File: config.mk
export PLATFORM = sky130hd
export DESIGN_NAME = keyword_match_locator_unit
export DESIGN_NICKNAME = d
export VERILOG_FILES = /design/src/hdl/kml_pkg.sv /design/src/hdl/kml_front.sv /design/src/hdl/kml_queue.sv /design/src/hdl/kml_scan.sv /design/src/hdl/keyword_match_locator_unit.sv
export SDC_FILE = /design/constraint.sdc
export NUM_CORES = 1
export LEC_CHECK = 0
export BUFFER_PORTS_ARGS = -buffer_cell sky130_fd_sc_hd__buf_2
export CAP_MARGIN = 30
export CORE_MARGIN = 2
export CORE_UTILIZATION = 29
export CTS_CLUSTER_SIZE = 20
export DETAILED_ROUTE_END_ITERATION = 7
export GPL_TIMING_DRIVEN = 1
export PLACE_DENSITY = 0.41
export SKIP_LAST_GASP = 1
export SYNTH_ARGS = -nofsm -noshare
export SYNTH_HDL_FRONTEND = slang
export SYNTH_SLANG_ARGS = --single-unit
File: constraint.sdc
create_clock -name i_clk -period 16.35 [get_ports i_clk]
set_input_delay 0.8175 -clock i_clk [delete_from_list [all_inputs] [get_ports i_clk]]
set_output_delay 0.8175 -clock i_clk [all_outputs]
set_load 0.005 [all_outputs]
File: src/hdl/kml_pkg.sv
`default_nettype none

package kml_pkg;

    // Keyword window size and field widths
    localparam int KML_MAX_PATTERN = 8;
    localparam int KML_ROW_W       = 24;
    localparam int KML_COL_W       = 16;
    localparam int KML_QDEPTH      = 2;

    localparam logic [7:0]           KML_NEWLINE = 8'h0A;
    localparam logic [KML_ROW_W-1:0] KML_ROW_MAX = {KML_ROW_W{1'b1}};
    localparam logic [KML_COL_W-1:0] KML_COL_MAX = {KML_COL_W{1'b1}};

    // Register indexes on the configuration port (8-byte spacing)
    typedef enum logic {
        KML_REG_PATTERN = 1'b0,
        KML_REG_LENGTH  = 1'b1
    } t_kml_reg;

    // One classified text item handed from the front to the scanner
    typedef struct packed {
        logic [7:0]           text_byte;
        logic                 newline;
        logic                 end_of_file;
        logic [KML_ROW_W-1:0] row;
        logic [KML_COL_W-1:0] column;
    } t_kml_item;

endpackage

`default_nettype wire

File: src/hdl/kml_front.sv
`default_nettype none

module kml_front (
    input  wire                     i_clk,
    input  wire                     i_rst_n,
    input  wire                     i_accept,
    input  wire [7:0]               i_text_byte,
    input  wire                     i_end_of_file,
    output kml_pkg::t_kml_item      o_item
);
    import kml_pkg::*;

    logic [KML_ROW_W-1:0] r_row;
    logic [KML_COL_W-1:0] r_col;
    logic [KML_ROW_W-1:0] n_row;
    logic [KML_COL_W-1:0] n_col;
    logic                 w_newline;

    // Position of the incoming byte: newline bumps the row, others the column
    assign w_newline = (i_text_byte == KML_NEWLINE);

    always_comb begin
        n_row = r_row;
        n_col = r_col;
        if (w_newline) begin
            if (r_row != KML_ROW_MAX) begin
                n_row = r_row + KML_ROW_W'(1);
            end
            n_col = '0;
        end else if (r_col != KML_COL_MAX) begin
            n_col = r_col + KML_COL_W'(1);
        end
    end

    assign o_item.text_byte   = i_text_byte;
    assign o_item.newline     = w_newline;
    assign o_item.end_of_file = i_end_of_file;
    assign o_item.row         = n_row;
    assign o_item.column      = n_col;

    // Counters restart after the last byte of a file
    always_ff @(posedge i_clk) begin
        if (!i_rst_n) begin
            r_row <= KML_ROW_W'(1);
            r_col <= '0;
        end else if (i_accept) begin
            if (i_end_of_file) begin
                r_row <= KML_ROW_W'(1);
                r_col <= '0;
            end else begin
                r_row <= n_row;
                r_col <= n_col;
            end
        end
    end

endmodule

`default_nettype wire

File: src/hdl/kml_queue.sv
`default_nettype none

module kml_queue (
    input  wire                     i_clk,
    input  wire                     i_rst_n,
    input  wire                     i_push,
    input  wire kml_pkg::t_kml_item i_item,
    input  wire                     i_pop,
    output kml_pkg::t_kml_item      o_item,
    output logic                    o_valid,
    output logic                    o_full
);
    import kml_pkg::*;

    localparam int PW = (KML_QDEPTH > 1) ? $clog2(KML_QDEPTH) : 1;
    localparam int CW = $clog2(KML_QDEPTH + 1);

    t_kml_item      r_mem [KML_QDEPTH];
    logic [PW-1:0]  r_wr_ptr;
    logic [PW-1:0]  r_rd_ptr;
    logic [CW-1:0]  r_cnt;
    logic           w_push;
    logic           w_pop;

    assign o_full  = (r_cnt == CW'(KML_QDEPTH));
    assign o_valid = (r_cnt != '0);
    assign w_push  = i_push && !o_full;
    assign w_pop   = i_pop && o_valid;
    assign o_item  = r_mem[r_rd_ptr];

    // Storage
    always_ff @(posedge i_clk) begin
        if (w_push) begin
            r_mem[r_wr_ptr] <= i_item;
        end
    end

    // Pointers and fill count
    always_ff @(posedge i_clk) begin
        if (!i_rst_n) begin
            r_wr_ptr <= '0;
            r_rd_ptr <= '0;
            r_cnt    <= '0;
        end else begin
            if (w_push) begin
                r_wr_ptr <= (r_wr_ptr == PW'(KML_QDEPTH - 1)) ? '0 : r_wr_ptr + PW'(1);
            end
            if (w_pop) begin
                r_rd_ptr <= (r_rd_ptr == PW'(KML_QDEPTH - 1)) ? '0 : r_rd_ptr + PW'(1);
            end
            if (w_push && !w_pop) begin
                r_cnt <= r_cnt + CW'(1);
            end else if (w_pop && !w_push) begin
                r_cnt <= r_cnt - CW'(1);
            end
        end
    end

endmodule

`default_nettype wire

File: src/hdl/kml_scan.sv
`default_nettype none

module kml_scan #(
    parameter int MAX_PATTERN = kml_pkg::KML_MAX_PATTERN
) (
    input  wire                              i_clk,
    input  wire                              i_rst_n,
    input  wire  [63:0]                      i_pattern_bytes,
    input  wire  [3:0]                       i_pattern_length,
    input  wire kml_pkg::t_kml_item          i_item,
    input  wire                              i_item_valid,
    output logic                             o_pop,
    input  wire                              i_out_stall,
    output logic                             o_out_valid,
    output logic [kml_pkg::KML_ROW_W-1:0]    o_match_row,
    output logic [kml_pkg::KML_COL_W-1:0]    o_match_column
);
    import kml_pkg::*;

    localparam int IW = (MAX_PATTERN > 1) ? $clog2(MAX_PATTERN) : 1;
    localparam int LW = $clog2(MAX_PATTERN + 1);

    // Sliding window, newest byte at index 0
    logic [7:0]           r_win     [MAX_PATTERN];
    logic                 r_nl      [MAX_PATTERN];
    logic [KML_ROW_W-1:0] r_row     [MAX_PATTERN];
    logic [KML_COL_W-1:0] r_col     [MAX_PATTERN];
    logic [LW-1:0]        r_cnt;

    logic [7:0]           n_win     [MAX_PATTERN];
    logic                 n_nl      [MAX_PATTERN];
    logic [KML_ROW_W-1:0] n_row     [MAX_PATTERN];
    logic [KML_COL_W-1:0] n_col     [MAX_PATTERN];
    logic [LW-1:0]        n_cnt;

    logic                 r_out_valid;
    logic [KML_ROW_W-1:0] r_out_row;
    logic [KML_COL_W-1:0] r_out_col;

    logic [LW-1:0]        w_len;
    logic [IW-1:0]        w_start;
    logic [2:0]           w_pidx;
    logic                 w_hit;

    // Clamp the keyword length to the window size
    assign w_len = (i_pattern_length > 4'(MAX_PATTERN)) ? LW'(MAX_PATTERN)
                                                        : LW'(i_pattern_length);
    assign w_start = IW'(int'(w_len) - 1);

    assign o_pop = i_item_valid && (!r_out_valid || !i_out_stall);

    // Shifted window as it stands once the new byte is in
    always_comb begin
        n_win[0] = i_item.text_byte;
        n_nl[0]  = i_item.newline;
        n_row[0] = i_item.row;
        n_col[0] = i_item.column;
        for (int j = 1; j < MAX_PATTERN; j++) begin
            n_win[j] = r_win[j-1];
            n_nl[j]  = r_nl[j-1];
            n_row[j] = r_row[j-1];
            n_col[j] = r_col[j-1];
        end
        n_cnt = (r_cnt == LW'(MAX_PATTERN)) ? r_cnt : r_cnt + LW'(1);
    end

    // Parallel compare: window entry j holds keyword byte len-1-j
    always_comb begin
        w_pidx = '0;
        w_hit  = (w_len != '0) && (n_cnt >= w_len) && !n_nl[w_start];
        for (int j = 0; j < MAX_PATTERN; j++) begin
            w_pidx = 3'(int'(w_len) - 1 - j);
            if (j < int'(w_len)) begin
                if (n_win[j] != i_pattern_bytes[8*w_pidx +: 8]) begin
                    w_hit = 1'b0;
                end
            end
        end
    end

    // Window contents
    always_ff @(posedge i_clk) begin
        if (o_pop) begin
            for (int j = 0; j < MAX_PATTERN; j++) begin
                r_win[j] <= n_win[j];
                r_nl[j]  <= n_nl[j];
                r_row[j] <= n_row[j];
                r_col[j] <= n_col[j];
            end
        end
    end

    // Fill count; a file end empties the window
    always_ff @(posedge i_clk) begin
        if (!i_rst_n) begin
            r_cnt <= '0;
        end else if (o_pop) begin
            r_cnt <= i_item.end_of_file ? '0 : n_cnt;
        end
    end

    // Output register
    always_ff @(posedge i_clk) begin
        if (!i_rst_n) begin
            r_out_valid <= 1'b0;
        end else if (o_pop) begin
            r_out_valid <= w_hit;
        end else if (!i_out_stall) begin
            r_out_valid <= 1'b0;
        end
    end

    always_ff @(posedge i_clk) begin
        if (o_pop && w_hit) begin
            r_out_row <= n_row[w_start];
            r_out_col <= n_col[w_start];
        end
    end

    assign o_out_valid    = r_out_valid;
    assign o_match_row    = r_out_row;
    assign o_match_column = r_out_col;

endmodule

`default_nettype wire

File: src/hdl/keyword_match_locator_unit.sv
`default_nettype none

// Keyword match locator: scans text one byte per item for a keyword of 1 to
// MAX_PATTERN bytes (set through pattern_bytes at 0x0 and pattern_length at
// 0x8) and reports the row and column of the first byte of every match that
// does not start on a newline, overlapping matches included, counted from 1
// and saturating. The block takes one item per clock while its queue is not
// full. A match shows on the outputs once the byte that completes it has
// passed through the two-entry queue behind the row/column front and the
// window compare on the queue head has loaded the output register. The queue
// absorbs output stalls, so input stall rises only after two items back up
// behind a stalled result. A byte flagged end_of_file restarts the counters
// and the window after it is scanned.
module keyword_match_locator_unit #(
    parameter int MAX_PATTERN = kml_pkg::KML_MAX_PATTERN
) (
    input  wire                              i_clk,
    input  wire                              i_rst_n,
    // Text input channel
    input  wire                              i_in_valid,
    output logic                             o_in_stall,
    input  wire  [7:0]                       i_text_byte,
    input  wire                              i_end_of_file,
    // Match output channel
    output logic                             o_out_valid,
    input  wire                              i_out_stall,
    output logic [kml_pkg::KML_ROW_W-1:0]    o_match_row,
    output logic [kml_pkg::KML_COL_W-1:0]    o_match_column,
    // Configuration port
    input  wire                              psel,
    input  wire                              penable,
    input  wire                              pwrite,
    input  wire  [3:0]                       paddr,
    input  wire  [63:0]                      pwdata,
    output logic [63:0]                      prdata,
    output logic                             pready
);
    import kml_pkg::*;

    logic [63:0] r_pattern_bytes;
    logic [3:0]  r_pattern_length;
    logic        w_cfg_wr;
    t_kml_reg    w_reg;

    logic        w_in_accept;
    t_kml_item   w_front_item;
    t_kml_item   w_q_item;
    logic        w_q_valid;
    logic        w_q_full;
    logic        w_q_pop;

    // Configuration registers
    assign pready   = 1'b1;
    assign w_cfg_wr = psel && penable && pwrite && pready;
    assign w_reg    = t_kml_reg'(paddr[3]);

    always_ff @(posedge i_clk) begin
        if (!i_rst_n) begin
            r_pattern_bytes  <= '0;
            r_pattern_length <= 4'd1;
        end else if (w_cfg_wr) begin
            unique case (w_reg)
                KML_REG_PATTERN: r_pattern_bytes  <= pwdata;
                KML_REG_LENGTH:  r_pattern_length <= pwdata[3:0];
                default: ;
            endcase
        end
    end

    always_comb begin
        unique case (w_reg)
            KML_REG_PATTERN: prdata = r_pattern_bytes;
            KML_REG_LENGTH:  prdata = {60'd0, r_pattern_length};
            default:         prdata = '0;
        endcase
    end

    // Front: position tracking and classification
    assign o_in_stall  = w_q_full;
    assign w_in_accept = i_in_valid && !w_q_full;

    kml_front u_front (
        .i_clk         (i_clk),
        .i_rst_n       (i_rst_n),
        .i_accept      (w_in_accept),
        .i_text_byte   (i_text_byte),
        .i_end_of_file (i_end_of_file),
        .o_item        (w_front_item)
    );

    // Decoupling queue
    kml_queue u_queue (
        .i_clk   (i_clk),
        .i_rst_n (i_rst_n),
        .i_push  (w_in_accept),
        .i_item  (w_front_item),
        .i_pop   (w_q_pop),
        .o_item  (w_q_item),
        .o_valid (w_q_valid),
        .o_full  (w_q_full)
    );

    // Back: window compare and result register
    kml_scan #(
        .MAX_PATTERN (MAX_PATTERN)
    ) u_scan (
        .i_clk            (i_clk),
        .i_rst_n          (i_rst_n),
        .i_pattern_bytes  (r_pattern_bytes),
        .i_pattern_length (r_pattern_length),
        .i_item           (w_q_item),
        .i_item_valid     (w_q_valid),
        .o_pop            (w_q_pop),
        .i_out_stall      (i_out_stall),
        .o_out_valid      (o_out_valid),
        .o_match_row      (o_match_row),
        .o_match_column   (o_match_column)
    );

    // An accepted item is in the queue on the next cycle
    a_push_lands: assert property (@(posedge i_clk) disable iff (!i_rst_n)
        w_in_accept |=> w_q_valid)
        else $error("accepted item missing from queue");

    // A new result only follows a queue pop
    a_result_from_pop: assert property (@(posedge i_clk) disable iff (!i_rst_n)
        $rose(o_out_valid) |-> $past(w_q_pop))
        else $error("result appeared without a scanned item");

    // A match never starts on a newline, so its position is never zero
    a_position_nonzero: assert property (@(posedge i_clk) disable iff (!i_rst_n)
        o_out_valid |-> (o_match_row != '0) && (o_match_column != '0))
        else $error("match position out of range");

endmodule

`default_nettype wire
* Yosys cells after proc, flatten, opt, wreduce, memory -nomap -nowiden
Memory sizes are Yosys's and may differ from the RTL's. A register that Yosys moved wholly into a read port is not among the register bits.
Index checks and enable logic that the tools add are counted.
** Word-level totals
- Output and inout port bits :: 107
- Logic and storage cells :: 136
- Memories :: 5
- Bits of input ports :: 84
- Bits in writable memories :: 492
- Register bits after elaboration :: 157
** Operators by class
- Reductions and logical operators :: 23
- $add $sub $neg :: 15
- Muxes and demuxes :: 47
- Bitwise gates (word level) :: 2
- Order comparisons :: 11
- Shift-type cells :: 8
- Equal/unequal tests :: 14
** Memories
- u_scan.r_row :: words 8, bits a word 24, read ports 7, clocked after Yosys merged registers in 0, write ports 8, RTL line kml_scan.sv:26 : logic [KML_ROW_W-1:0] r_row [MAX_PATTERN];
- u_scan.r_col :: words 8, bits a word 16, read ports 7, clocked after Yosys merged registers in 0, write ports 8, RTL line kml_scan.sv:27 : logic [KML_COL_W-1:0] r_col [MAX_PATTERN];
- u_queue.r_mem :: words 2, bits a word 50, read ports 1, clocked after Yosys merged registers in 1, write ports 1, RTL line kml_queue.sv:18 : t_kml_item r_mem [KML_QDEPTH];
- u_scan.r_win :: words 8, bits a word 8, read ports 7, clocked after Yosys merged registers in 0, write ports 8, RTL line kml_scan.sv:24 : logic [7:0] r_win [MAX_PATTERN];
- u_scan.r_nl :: words 8, bits a word 1, read ports 7, clocked after Yosys merged registers in 0, write ports 8, RTL line kml_scan.sv:25 : logic r_nl [MAX_PATTERN];
** Operators with widths (number)
- variable part select 64 x 7 -> 8 bit :: 8
- one-hot mux 64 bit (2 select lines) :: 1
- 2-to-1 mux 24 bit :: 5
- 2-to-1 mux 16 bit :: 5
- binary-select mux 24 bit (select 3 bit) :: 1
- inequality test 8 bit :: 8
- binary-select mux 16 bit (select 3 bit) :: 1
- 2-to-1 mux 1 bit :: 28
- adder 24 x 1 -> 24 bit (second input constant) :: 1
- inequality test 24 bit (second input constant) :: 1
- adder 16 x 1 -> 16 bit (second input constant) :: 1
- < comparator 3 x 4 -> 1 bit (first input constant) :: 4
- inequality test 16 bit (second input constant) :: 1
- 2-to-1 mux 4 bit :: 3
- subtractor 3 bit (second input constant) :: 4
- logical AND 1 bit :: 11
- == test 8 x 4 -> 1 bit (second input constant) :: 1
- < comparator 1 x 4 -> 1 bit (first input constant) :: 2
- < comparator 2 x 4 -> 1 bit (first input constant) :: 2
- logical NOT 1 bit :: 6
- subtractor 3 x 1 -> 3 bit (second input constant) :: 2
- subtractor 3 x 2 -> 3 bit (second input constant) :: 2
- adder 4 x 1 -> 4 bit (second input constant) :: 1
- == test 4 bit (second input constant) :: 1
- other kinds (16) :: 20

* Longest topological paths before layout
Gate-level depths: netlist of the first run.
- Depth after elaboration :: 26
- Mapped depth :: 21
- Mapped depth without buffers :: 13

* By module
A second synthesis of the first run with hierarchy kept.
** Unflattened totals
- Cell total of the unflattened synthesis :: 2070
- Area, all modules :: 28652.5 µm²
** Modules (own cells, without submodules)
- kml_scan :: cells an instance 1135, times used 1, seq. area each 11601.1 µm², area each 18705.4 µm²
- kml_queue :: cells an instance 181, times used 1, seq. area each 3103.0 µm², area each 3831.2 µm²
- keyword_match_locator_unit :: cells an instance 367, times used 1, seq. area each 1361.3 µm², area each 3174.3 µm²
- kml_front :: cells an instance 387, times used 1, seq. area each 800.8 µm², area each 2941.6 µm²

* Worst setup path before layout of the first run
OpenSTA, ideal clock, no wires.
- Kind :: input port to flip-flop
- Start :: input i_out_stall
- End :: memory u_scan.r_col[0][0] (enable)
- Path buffers :: 0
- Cell stages on the path :: 3
- Arrival :: 7.712 ns
- Setup time :: 0.692 ns
- Data required time :: 15.658 ns
- Path slack :: 7.946 ns
- Path through :: nand2_1 > o21ai_1 > inv_1
** RTL lines
- start: declaration :: RTL line keyword_match_locator_unit.sv:26 : input wire i_out_stall,
- end: declaration :: RTL line kml_scan.sv:27

* Worst setup path after layout of the first run
- Start :: register r_pattern_length[0]
- End :: register u_scan.r_out_col[0] (netlist: u_scan.o_match_column[0]) (enable)
** Between the ends
- Cells in the longest elaborated chain, start to end :: 26
- Elaborated cells on any way between the ends :: 60
- Those cells by class :: 8 x add/sub; 10 x order compare; 8 x eq/ne; 8 x shift; 20 x mux; 1 x bitwise; 5 x reduce/logical
** RTL lines
- start: declaration :: RTL line keyword_match_locator_unit.sv:41 : logic [3:0] r_pattern_length;
- start signal: assignment :: RTL line keyword_match_locator_unit.sv:64 : KML_REG_LENGTH: r_pattern_length <= pwdata[3:0];
- > comparator 4 bit :: RTL line kml_scan.sv:46 : assign w_len = (i_pattern_length > 4'(MAX_PATTERN)) ? LW'(MAX_PATTERN)
- 2-to-1 mux 4 bit * :: RTL line kml_scan.sv:46
- parallel branches: the longest is 22 deep, another holds subtractor 3 x 1 -> 3 bit
- 2-to-1 mux 1 bit * :: RTL line kml_scan.sv:73 : if (j < int'(w_len)) begin
- logical AND 1 bit * :: RTL line kml_scan.sv:114 : if (o_pop && w_hit) begin
- end signal: assignment :: RTL line kml_scan.sv:116 : r_out_col <= n_col[w_start];
- end: declaration :: RTL line kml_scan.sv:38 : logic [KML_COL_W-1:0] r_out_col;
Every way passes the cells marked *. The select of a mux whose other input is x is not followed.
A chain may end at the register's enable or synchronous reset.

==> impl_metrics.yaml, run 1 <==
status:
  outcome: "finished clean"
route:
  drtIter0Drc: 1316
  wl_per_cell_um: 22.3
  finalWirelength_mm: 77.3
  drtPass1Iterations: 5
  vias: 17100
  postRouteAntennaNets: 0
  vias_per_cell: 4.94
  remaining_drc_errors: 0
floorplanning:
  die-area_um2: 98700
  coreArea_um2: 95200
  fp-row-count: 113
  die_h_um: 314
  io_pins: 191
  initial_core_util_pct: 29.3
  die-width_um: 314
global_route:
  first_global_vias: 17600
  grt_pass1_wl_mm: 117
  grt_util_all_layers_pct: 15.6
  antenna_found_initial: 2
  grt_max_degree: 204
  grt_overflow: 0
worst_setup_path:
  worst-path-max-fanout: 56
  crit_chain: "buf_4 -> and2b_4 -> inv_4 -> ha_1 -> buf_4 -> xnor2_2 -> buf_4 -> xnor2_1 -> mux4_2 -> xnor2_1 -> nor4_1 -> nand2_1 -> nor4b_2 -> a22o_1 -> and4_2 -> buf_4"
  startpoint_type: "register"
  end_kind: "register"
  cp_slowest_cell: "and2b_4"
  critPathRequiredTime_ps: 16610
  reg2regPathDepth: 16
  critPathMostFrequentCell: "buf_4"
  reg2reg_from: "r_pattern_length[0]"
  critPathKind: "register to register"
  startpoint: "r_pattern_length[0]"
  cp.arrival_ps: 7310
  slowest_delay_ps: 800
synthesis:
  synthCells: 1980
  synth_cell_types: 77
  syn_area_um2: 27900
  async_flop_share_pct: 0
  postSynthAreaPerCell_um2: 14.1
  synth-seq-cells: 601
  synth_seq_area_share_pct: 60.4
  yosys_warnings: 0
  syn_nets: 2074
  synth-main-ff-cell: "edfxtp_1"
  synth-edff-count: 483
clock_network:
  insertion_delay_ps: 630
  cts_sinks: 601
  post_cts_buffers: 0
  cts_hold_buf: 0
  cts-resized-gates: 0
  cts_made_buffers: 72
  cts_root_buffer: "clkbuf_16"
  cts_buffer_depth: 3
  clkSlewWorstSetupHoldPaths_ps: 60
  cts_tree: "yes"
  htreeDepth: 3
worst_hold_path:
  hold_class: "input port to register"
  worstHoldStart: "i_text_byte[2]"
  whs_path_depth: 1
final_layout:
  final-seq-area_um2: 16900
  layout_commonest_cell: "edfxtp_1"
  final_area_um2: 32600
  syn2layout_area_growth_pct: 16.9
  nets: 2238
  final_cell_mix: "483 x edfxtp_1, 188 x nand2_1, 186 x buf_2"
  multiInputGateArea_um2: 10500
  final_core_util_pct: 34.3
  layout-drive-gt1-share_pct: 25.1
  nFillCells: 9283
sta:
  worstMarginPinSlew_ps: 1150
  drv_slew: 0
  final-setup-viol-count: 0
  relSlewSlack_pct: 23.1
  final.setup_skew_ps: 21.8
  final.setup.tns_ps: 0
  fin_crit_ps: 7050
  rsz0062_at_grt: "false"
  fmax_mhz: 142
  finalHoldViolCount: 0
  min_period_over_period_pct: 43.1
placed_design:
  hpwl_mm: 51.5
  place_congestion: 0.819
  place_area_um2: 30200
  io_buffer_count: 186
power_and_ir_drop:
  p_total_mw: 5.06
  ir_drop_v: 0.000140
  pwr_density_cell_nw_per_um2: 155
  leakagePower_nw: 11.2
run:
  maxCapViolCount: 0
[Yosys cell counts, drive strengths merged, types with 4 or more instances]
cell | instances | area share, %
a211oi | 11 | 0.30
a21boi | 75 | 2.0
a21oi | 25 | 0.45
a22o | 6 | 0.19
a22oi | 37 | 1.0
a32oi | 10 | 0.31
and2 | 14 | 0.31
and3 | 12 | 0.27
and4 | 7 | 0.22
buf | 41 | 0.69
clkbuf | 90 | 1.2
dfxtp | 118 | 8.5
edfxtp | 483 | 52
ha | 10 | 0.45
inv | 21 | 0.28
mux2 | 100 | 4.0
mux2i | 126 | 4.6
mux4 | 107 | 8.6
nand2 | 188 | 2.5
nand2b | 6 | 0.13
nand3 | 23 | 0.41
nand4 | 17 | 0.38
nor2 | 67 | 0.90
nor2b | 98 | 2.2
nor3 | 8 | 0.14
nor3b | 5 | 0.13
nor4 | 9 | 0.20
o21a | 8 | 0.22
o21ai | 41 | 0.74
o221a | 4 | 0.16
o221ai | 5 | 0.16
o22a | 5 | 0.16
o22ai | 19 | 0.43
or3 | 12 | 0.27
or4 | 5 | 0.15
xnor2 | 61 | 2.0
xor2 | 58 | 1.9
[critical path, delay by kind of cell (launching register included)]
family | cells | cell delay [ps]
buffers and inverters | 5 | 1890
muxes | 1 | 640
xor gates and xnor gates | 3 | 810
and+or+nand+nor | 5 | 2240
AOI/OAI and AO/OA | 1 | 180
DFF | 1 | 310
adders and majority gates | 1 | 470
[stage by stage]
step           setup slack (ps)  std cells  hold slack (ps)
2_1_floorplan              7950       1980              421
3_3_place_gp               9280       3330              422
3_5_place_dp               9240       3332              430
4_1_cts                    9250       3458              347
5_1_grt                    8850       3461              362
6_report                   9300       3462              392
[report_power, final]
group	internal [mW]	total, mW	switching (mW)
sequential	2.37	2.61	0.234
combinational	0.353	0.881	0.528
clock	0.925	1.57	0.650
total	3.65	5.06	1.41
[per-layer routing]
metal	vias to the layer above	global-route usage [%]	part of all wire, %
met3	113	2.34	4.5
met1	8633	21.5	45
met5	-	0	0
met2	500	25.4	47
met4	0	5.02	2.8
li1	7862	-	-
[area by class of cell]
type	instances	share of cell area, %
Timing Repair Buffer	221	3.94
Clock buffer	97	6.00
Antenna cell	1	0.00767
Clock inverter	29	1.08
Sequential cell	601	51.7
Multi-Input combinational cell	1225	32.1
Inverter	23	0.295
Tap cell	1265	4.85
[path summary, 6_finish.rpt]
| check | to | slack, ps |
|---|---|---|
| setup reg to reg | u_scan.o_match_column[0] | 9300 |
| hold / removal | u_queue.r_mem[1][44] | 390 |
| hold reg to reg | u_scan.r_row[1][32] | 440 |
| setup / recovery | u_scan.o_match_column[0] | 9300 |
[state kept, by name, indices dropped and copies added, names as in the netlist, 24 cells and up, named ones only]
signal              count
r_pattern_bytes        64
u_scan.r_row          168
u_front.r_row          24
u_queue.r_mem         100
u_scan.r_win           56
u_scan.o_match_row     24
u_scan.r_col          112
[cells by family (layout without fill, tap and decap cells)]
kind of cell,after synthesis,after routing,share of synthesized area [%]
xor+xnor,119,119,3.87
compound gates,276,276,7.05
flops,601,601,60.4
other cells,1,2,0.0134
buf+inv,154,370,2.22
simple gates,486,486,8.73
mux,333,333,17.2
fa+ha+maj,10,10,0.448
No activity file was read; power rests on OpenSTA's default activity.
==> inputs of run 2 (changes only) <==
- clock period: 16.35 -> 6.7 ns (I/O delays scaled with it)
==> run 2 against run 1 <==
Clock power increased by 150%. Largest cell class unchanged. First-iteration DRC count decreased by 0.53%. Sequential power rose by 140%. Global-route usage increased by 0.13 points. Power grew 150%. Register-to-register slack worse by 7500 ps.
==> impl_metrics.yaml, run 2 (same netlist as run 1, synthesis figures left out) <==
route:
  finalWirelength_mm: 78.4
  top_layer: "met4"
  m1WireLength_mm: 35.9
  wl_met2_mm: 36.7
  drtPass1Iterations: 5
  route.met3.wl_mm: 3.27
  remaining_drc_errors: 0
  drtIter0Drc: 1309
  postRouteAntennaNets: 0
  vias: 17400
  wl_per_cell_um: 22.1
  vias_per_cell: 4.90
placed_design:
  hpwl_mm: 52.4
  place_congestion: 0.808
  io_buffer_count: 186
  place_area_um2: 30400
worst_setup_path:
  critPathTopFamily: "simple AND/OR/NAND/NOR gates"
  slowest_delay_ps: 580
  cp_slowest_cell: "ha_1"
  critPathBufInv: 3
  critPathRequiredTime_ps: 6990
  worst-path-max-fanout: 32
  critPathKind: "register to register"
  reg2regPathDepth: 14
  r2r_end: "u_scan.o_match_row[15]"
  endpoint: "u_scan.o_match_row[15]"
  rrSetupSlack_ps: 1840
  crit_cells: 14
  startpoint: "r_pattern_length[3]"
  startpoint_type: "register"
  crit_chain: "nand2b_1 -> ha_1 -> buf_4 -> xnor2_4 -> buf_16 -> mux4_2 -> mux2i_1 -> xnor2_1 -> nor4_1 -> nand3_1 -> o21ai_0 -> a22o_1 -> and4_2 -> buf_12"
  end_kind: "register"
  reg2reg_from: "r_pattern_length[3]"
  cp.arrival_ps: 5160
final_layout:
  syn2layout_area_growth_pct: 20.0
  top_register: "u_scan.r_row"
  nets: 2321
  largest_reg_flops: 168
  layout_commonest_cell: "edfxtp_1"
  nFillCells: 9188
  final_area_um2: 33500
  layout-drive-gt1-share_pct: 25.3
  final_cell_mix: "483 x edfxtp_1, 188 x nand2_1, 187 x buf_2"
  antenna_cells: 0
  reg_top3: "u_scan.r_row (168), u_scan.r_col (112), u_queue.r_mem (100)"
clock_network:
  cts_tree: "yes"
  cts_root_buffer: "clkbuf_16"
  insertion_delay_ps: 620
  cts_made_buffers: 71
  cts_sinks: 601
  cts_buffer_depth: 3
  clkSlewWorstSetupHoldPaths_ps: 60
  post_cts_buffers: 0
  htreeDepth: 3
  cts-resized-gates: 0
floorplanning:
  fp-row-count: 113
  io_pins: 191
  die-width_um: 314
  initial_core_util_pct: 29.3
  die-area_um2: 98700
  die_h_um: 314
  coreArea_um2: 95200
sta:
  worstMarginPinSlew_ps: 1240
  final.setup.tns_ps: 0
  finalHoldViolCount: 0
  min_period_over_period_pct: 72.6
  fmax_mhz: 206
  drv_slew: 0
  fin_crit_ps: 4860
  final.setup_skew_ps: 18.9
  final-setup-viol-count: 0
  hold_ws_ps: 160
  relSlewSlack_pct: 17.2
  rsz0062_at_grt: "false"
global_route:
  grt_util_all_layers_pct: 15.8
  grt_overflow: 0
  grt_pass1_wl_mm: 117
  first_global_vias: 17800
  antenna_found_initial: 1
  grt_max_degree: 176
worst_hold_path:
  hold_class: "input port to register"
  worstHoldStart: "i_out_stall"
power_and_ir_drop:
  ir_drop_v: 0.000398
  leakagePower_nw: 11.6
  p_total_mw: 12.5
  pwr_density_cell_nw_per_um2: 372
status:
  outcome: "finished clean"
run:
  maxCapViolCount: 0
## run 2: changes by cell type in the layout (fill, tap and decap cells not counted), sizes merged
| cell | before | now |
|---|---|---|
| bufinv | 5 | 7 |
| clkinvlp | 0 | 5 |
| dlygate4sd3 | 0 | 72 |
| diode | 1 | 0 |
| clkinv | 23 | 30 |
| buf | 221 | 233 |
| clkbuf | 97 | 86 |
## run 2: tightest hold or removal path: cells and delay by family
kind	cells	cell delay, ps
AOI/OAI and AO/OA	1	100
buffers and inverters	1	100
and+or+nand+nor	1	190
## run 2: repair_timing
item	CTS	global route
hold buffers	72	0
setup endpoints to repair	0	0
hold endpoints to repair	84	0
## run 2: routing by layer
metal	GRT usage, %	vias up
li1	-	8038
met1	21.6	8753
met2	25.3	447
met3	2.46	130
met4	5.62	0
met5	0	-
## run 2: area by class of cell
class                   instances  area (um2)  area share [%]
clock buffers                  86        1900            5.66
inverters                      23        92.6           0.277
multi-input cells            1225       10500            31.3
clock inverters                43         450            1.35
repair buffers                305        2120            6.32
flip-flops and latches        601       16900            50.4
well taps                    1265        1580            4.73
## run 2: worst min-delay path by stage
stage	to	cells past startpoint
detailed placement	u_scan.r_col[1][41]	0
floorplan	u_scan.r_col[1][32]	0
global placement	u_scan.r_row[0][93]	0
global route	u_scan.o_out_valid	3
CTS	u_scan.o_out_valid	3
finish	u_scan.o_out_valid	3
## run 2: per-stage QoR
step                      setup WS [ps]  utilization (%)  cells
after floorplan                     107                -   1980
after detailed placement           1850             32.0   3347
after global routing               1630             35.2   3548
final                              1840             35.2   3548
after CTS                          1840             35.2   3548
after global placement             1590             31.9   3343
## run 2: power by group
| part | internal, mW | leakage [nW] | switching (mW) | total (mW) |
|---|---|---|---|---|
| clock | 2.30 | 1.15 | 1.60 | 3.90 |
| combinational | 0.901 | 4.93 | 1.28 | 2.18 |
| sequential | 5.79 | 5.55 | 0.596 | 6.39 |
| total | 9.00 | 11.6 | 3.47 | 12.5 |
==> inputs of run 3 (changes only) <==
- ABC_AREA: default -> 1
- PLACE_DENSITY: 0.41 -> 0.43
- clock period: 6.7 -> 4.1 ns (I/O delays scaled with it)
==> run 3 against run 2 <==
Sequential power is 69% higher. Critical path depth rose by 9. Sequential share of layout area increased by 0.22 points. Routed wire length is 4.6% higher. Power increased by 70%. Final area is 0.43% lower. Area after synthesis fell by 0.49%. Clock skew hardly changed. Critical endpoint is now u_scan.o_match_row[14]. Largest power group unchanged.
==> impl_metrics.yaml, run 3 <==
sta:
  min_period_over_period_pct: 92.4
  relSlewSlack_pct: 32.9
  final-setup-viol-count: 0
  fin_crit_ps: 3790
  rsz0062_at_grt: "false"
  finalHoldViolCount: 0
  drv_slew: 0
  finalWorstSetupSlack_ps: 312
  worstMarginPinSlew_ps: 1010
  final.setup_skew_ps: 18.6
  fmax_mhz: 264
placed_design:
  io_buffer_count: 186
  place_ws_ps: 180
  hpwl_mm: 53.9
  place_congestion: 0.856
  place_area_um2: 30100
worst_setup_path:
  critPathTopFamily: "simple AND/OR/NAND/NOR gates"
  end_kind: "register"
  critPathKind: "register to register"
  cp.arrival_ps: 4090
  slowest_delay_ps: 490
  cp_slowest_cell: "dfxtp_1"
  critPathBufInv: 6
  critPathMostFrequentCell: "nand2_1"
  crit_chain: "buf_4 -> nand2_2 -> nand2_4 -> inv_2 -> ha_1 -> buf_6 -> nand3_2 -> nand2_8 -> inv_4 -> nand2_1 -> nand2_1 -> nand2_1 -> nand2_1 -> nor2_1 -> nand2_1 -> nor2_1 -> nand2_1 -> nor2_1 -> nand2_1 -> nand2_1 -> nand2_1 -> clkinvlp_4 -> buf_4"
  r2r_end: "u_scan.o_match_row[14]"
  critPathRequiredTime_ps: 4400
  reg2regPathDepth: 23
  reg2reg_from: "r_pattern_length[3]"
  startpoint_type: "register"
  worst-path-max-fanout: 29
  rrSetupSlack_ps: 310
worst_hold_path:
  hold_end: "r_pattern_bytes[0]"
  worstHoldStart: "penable"
  hold_class: "input port to register"
  whs_path_depth: 5
route:
  drtIter0Drc: 1650
  finalWirelength_mm: 82.0
  vias: 21700
  drtPass1Iterations: 5
  remaining_drc_errors: 0
  postRouteAntennaNets: 0
  wl_per_cell_um: 17.8
  vias_per_cell: 4.69
synthesis:
  synth_common_cells: "806 x nand2_1, 483 x edfxtp_1, 382 x nor2_1"
  async_flop_share_pct: 0
  synth-edff-count: 483
  synthCells: 3055
  yosys_warnings: 0
  synth_top_area_share_pct: 52.2
  syn_nets: 3149
  synth_seq_area_share_pct: 60.7
  syn_area_um2: 27800
  synth_cell_types: 44
  yosysMostFrequentCell: "nand2_1"
  yosysTopAreaCell: "edfxtp_1"
  synth-main-ff-cell: "edfxtp_1"
  postSynthAreaPerCell_um2: 9.09
  synth_area_leaders: "edfxtp_1 52%, nand2_1 11%, dfxtp_1 8.5%"
  synth-seq-cells: 601
clock_network:
  cts_tree: "yes"
  clkSlewWorstSetupHoldPaths_ps: 60
  cts_root_buffer: "clkbuf_16"
  cts_made_buffers: 72
  cts_sinks: 601
  post_cts_buffers: 0
  insertion_delay_ps: 630
  htreeDepth: 3
  cts_buffer_depth: 3
final_layout:
  reg_top3: "u_scan.r_row (168), u_scan.r_col (112), u_queue.r_mem (100)"
  nets: 3384
  largest_reg_flops: 168
  final_area_um2: 33300
  final_cell_mix: "803 x nand2_1, 483 x edfxtp_1, 379 x nor2_1"
  top_register: "u_scan.r_row"
  layout-drive-gt1-share_pct: 11.5
  layout_commonest_cell: "nand2_1"
  syn2layout_area_growth_pct: 20.0
floorplanning:
  die_h_um: 313
  initial_core_util_pct: 29.2
  die-area_um2: 98300
  die-width_um: 313
  fp-row-count: 113
  io_pins: 191
  coreArea_um2: 95000
global_route:
  grt_max_degree: 132
  antenna_found_initial: 0
  grt_overflow: 0
  first_global_vias: 20800
  grt_pass1_wl_mm: 126
  grt_util_all_layers_pct: 16.5
status:
  outcome: "finished clean"
run:
  maxCapViolCount: 0
power_and_ir_drop:
  pwr_density_cell_nw_per_um2: 635
  ir_drop_v: 0.000379
  leakagePower_nw: 13.2
-- run 3: changes by cell type after synthesis, moves of 97 or more --
cell     before  now
a21oi_1      25  126
inv_1        21  220
mux2_2      100    0
mux2i_1     125    2
mux4_2      107    0
nand2_1     188  806
nand3_1      23  228
nor2_1       67  382
nor2b_1      97    0
o21ai_0      40  295
-- run 3: metal layers --
metal  part of all wire [%]  wire length (um)  up-vias  global-route usage, %
met2                     43             35500      455                   24.9
met1                     50             41200    10300                   24.4
met3                    4.0              3290      116                   2.41
met4                    2.5              2050        0                   4.94
met5                      0                 0        -                      0
li1                       -                 -    10800                      -
-- run 3: tightest hold or removal path, cell delays in order --
cell and delay, ps:
buf_2 100, nand3_1 60, nor2_1 50, clkinv_2 130
a21oi_1 90
-- run 3: layout make-up --
class / count / area, um2
antenna: 1 / 2.50
clock buffer: 106 / 2060
clock inverter: 26 / 329
fill: 9795 / 61700
inverter: 227 / 871
multi-input combinational: 2069 / 9400
sequential: 601 / 16900
tap: 1265 / 1580
timing repair buffer: 319 / 2210
-- run 3: stage by stage --
stage | total power, mW | std cells | hold slack, ps | util [%] | setup TNS [ps]
3_5_place_dp | 14.8 | 4399 | 426 | 31.7 | 0
3_3_place_gp | 14.8 | 4399 | 421 | 31.7 | 0
2_1_floorplan | 12.1 | 3055 | 304 | - | -809900
5_1_grt | 22.4 | 4613 | 92.3 | 35.1 | 0
6_report | 21.2 | 4614 | 65.9 | 35.1 | 0
4_1_cts | 21.4 | 4613 | 28.0 | 35.1 | 0
-- run 3: report_power, final --
group,internal [mW],switching (mW)
Combinational,1.14,2.76
Sequential,9.73,1.11
Clock,3.77,2.64
-- run 3: repair_timing --
action	CTS	global route
hold endpoints to repair	89	0
gates resized for setup	0	5
endpoints found under the setup margin	0	40
hold buffers	82	0
-- run 3: cell families (layout without fill, tap and decap cells) --
family	count (synthesis)	after routing	share of synthesized area, %
AOI/OAI and AO/OA	494	494	9.18
muxes	2	2	0.0721
adders and majority gates	10	10	0.451
buffers and inverters	385	678	5.66
xor gates and xnor gates	33	33	1.04
and+or+nand+nor	1529	1529	22.8
other	1	2	0.0135
DFF	601	601	60.7
-- run 3: how the worst max path moves through the flow --
| stage | depth (start not counted) | start | slack, ps | endpoint |
|---|---|---|---|---|
| finish | 23 | r_pattern_length[3] | 310 | u_scan.o_match_row[14] |
| CTS | 24 | r_pattern_length[0] | 160 | u_scan.o_match_row[15] |
| detailed placement | 24 | r_pattern_length[0] | 180 | u_scan.o_match_row[17] |
| global placement | 24 | r_pattern_length[0] | 230 | u_scan.o_match_row[17] |
| floorplan | 10 | u_queue.r_cnt[1] | -2490 | u_scan.o_match_column[0] |
| global route | 23 | r_pattern_length[3] | 20 | u_scan.o_match_row[15] |
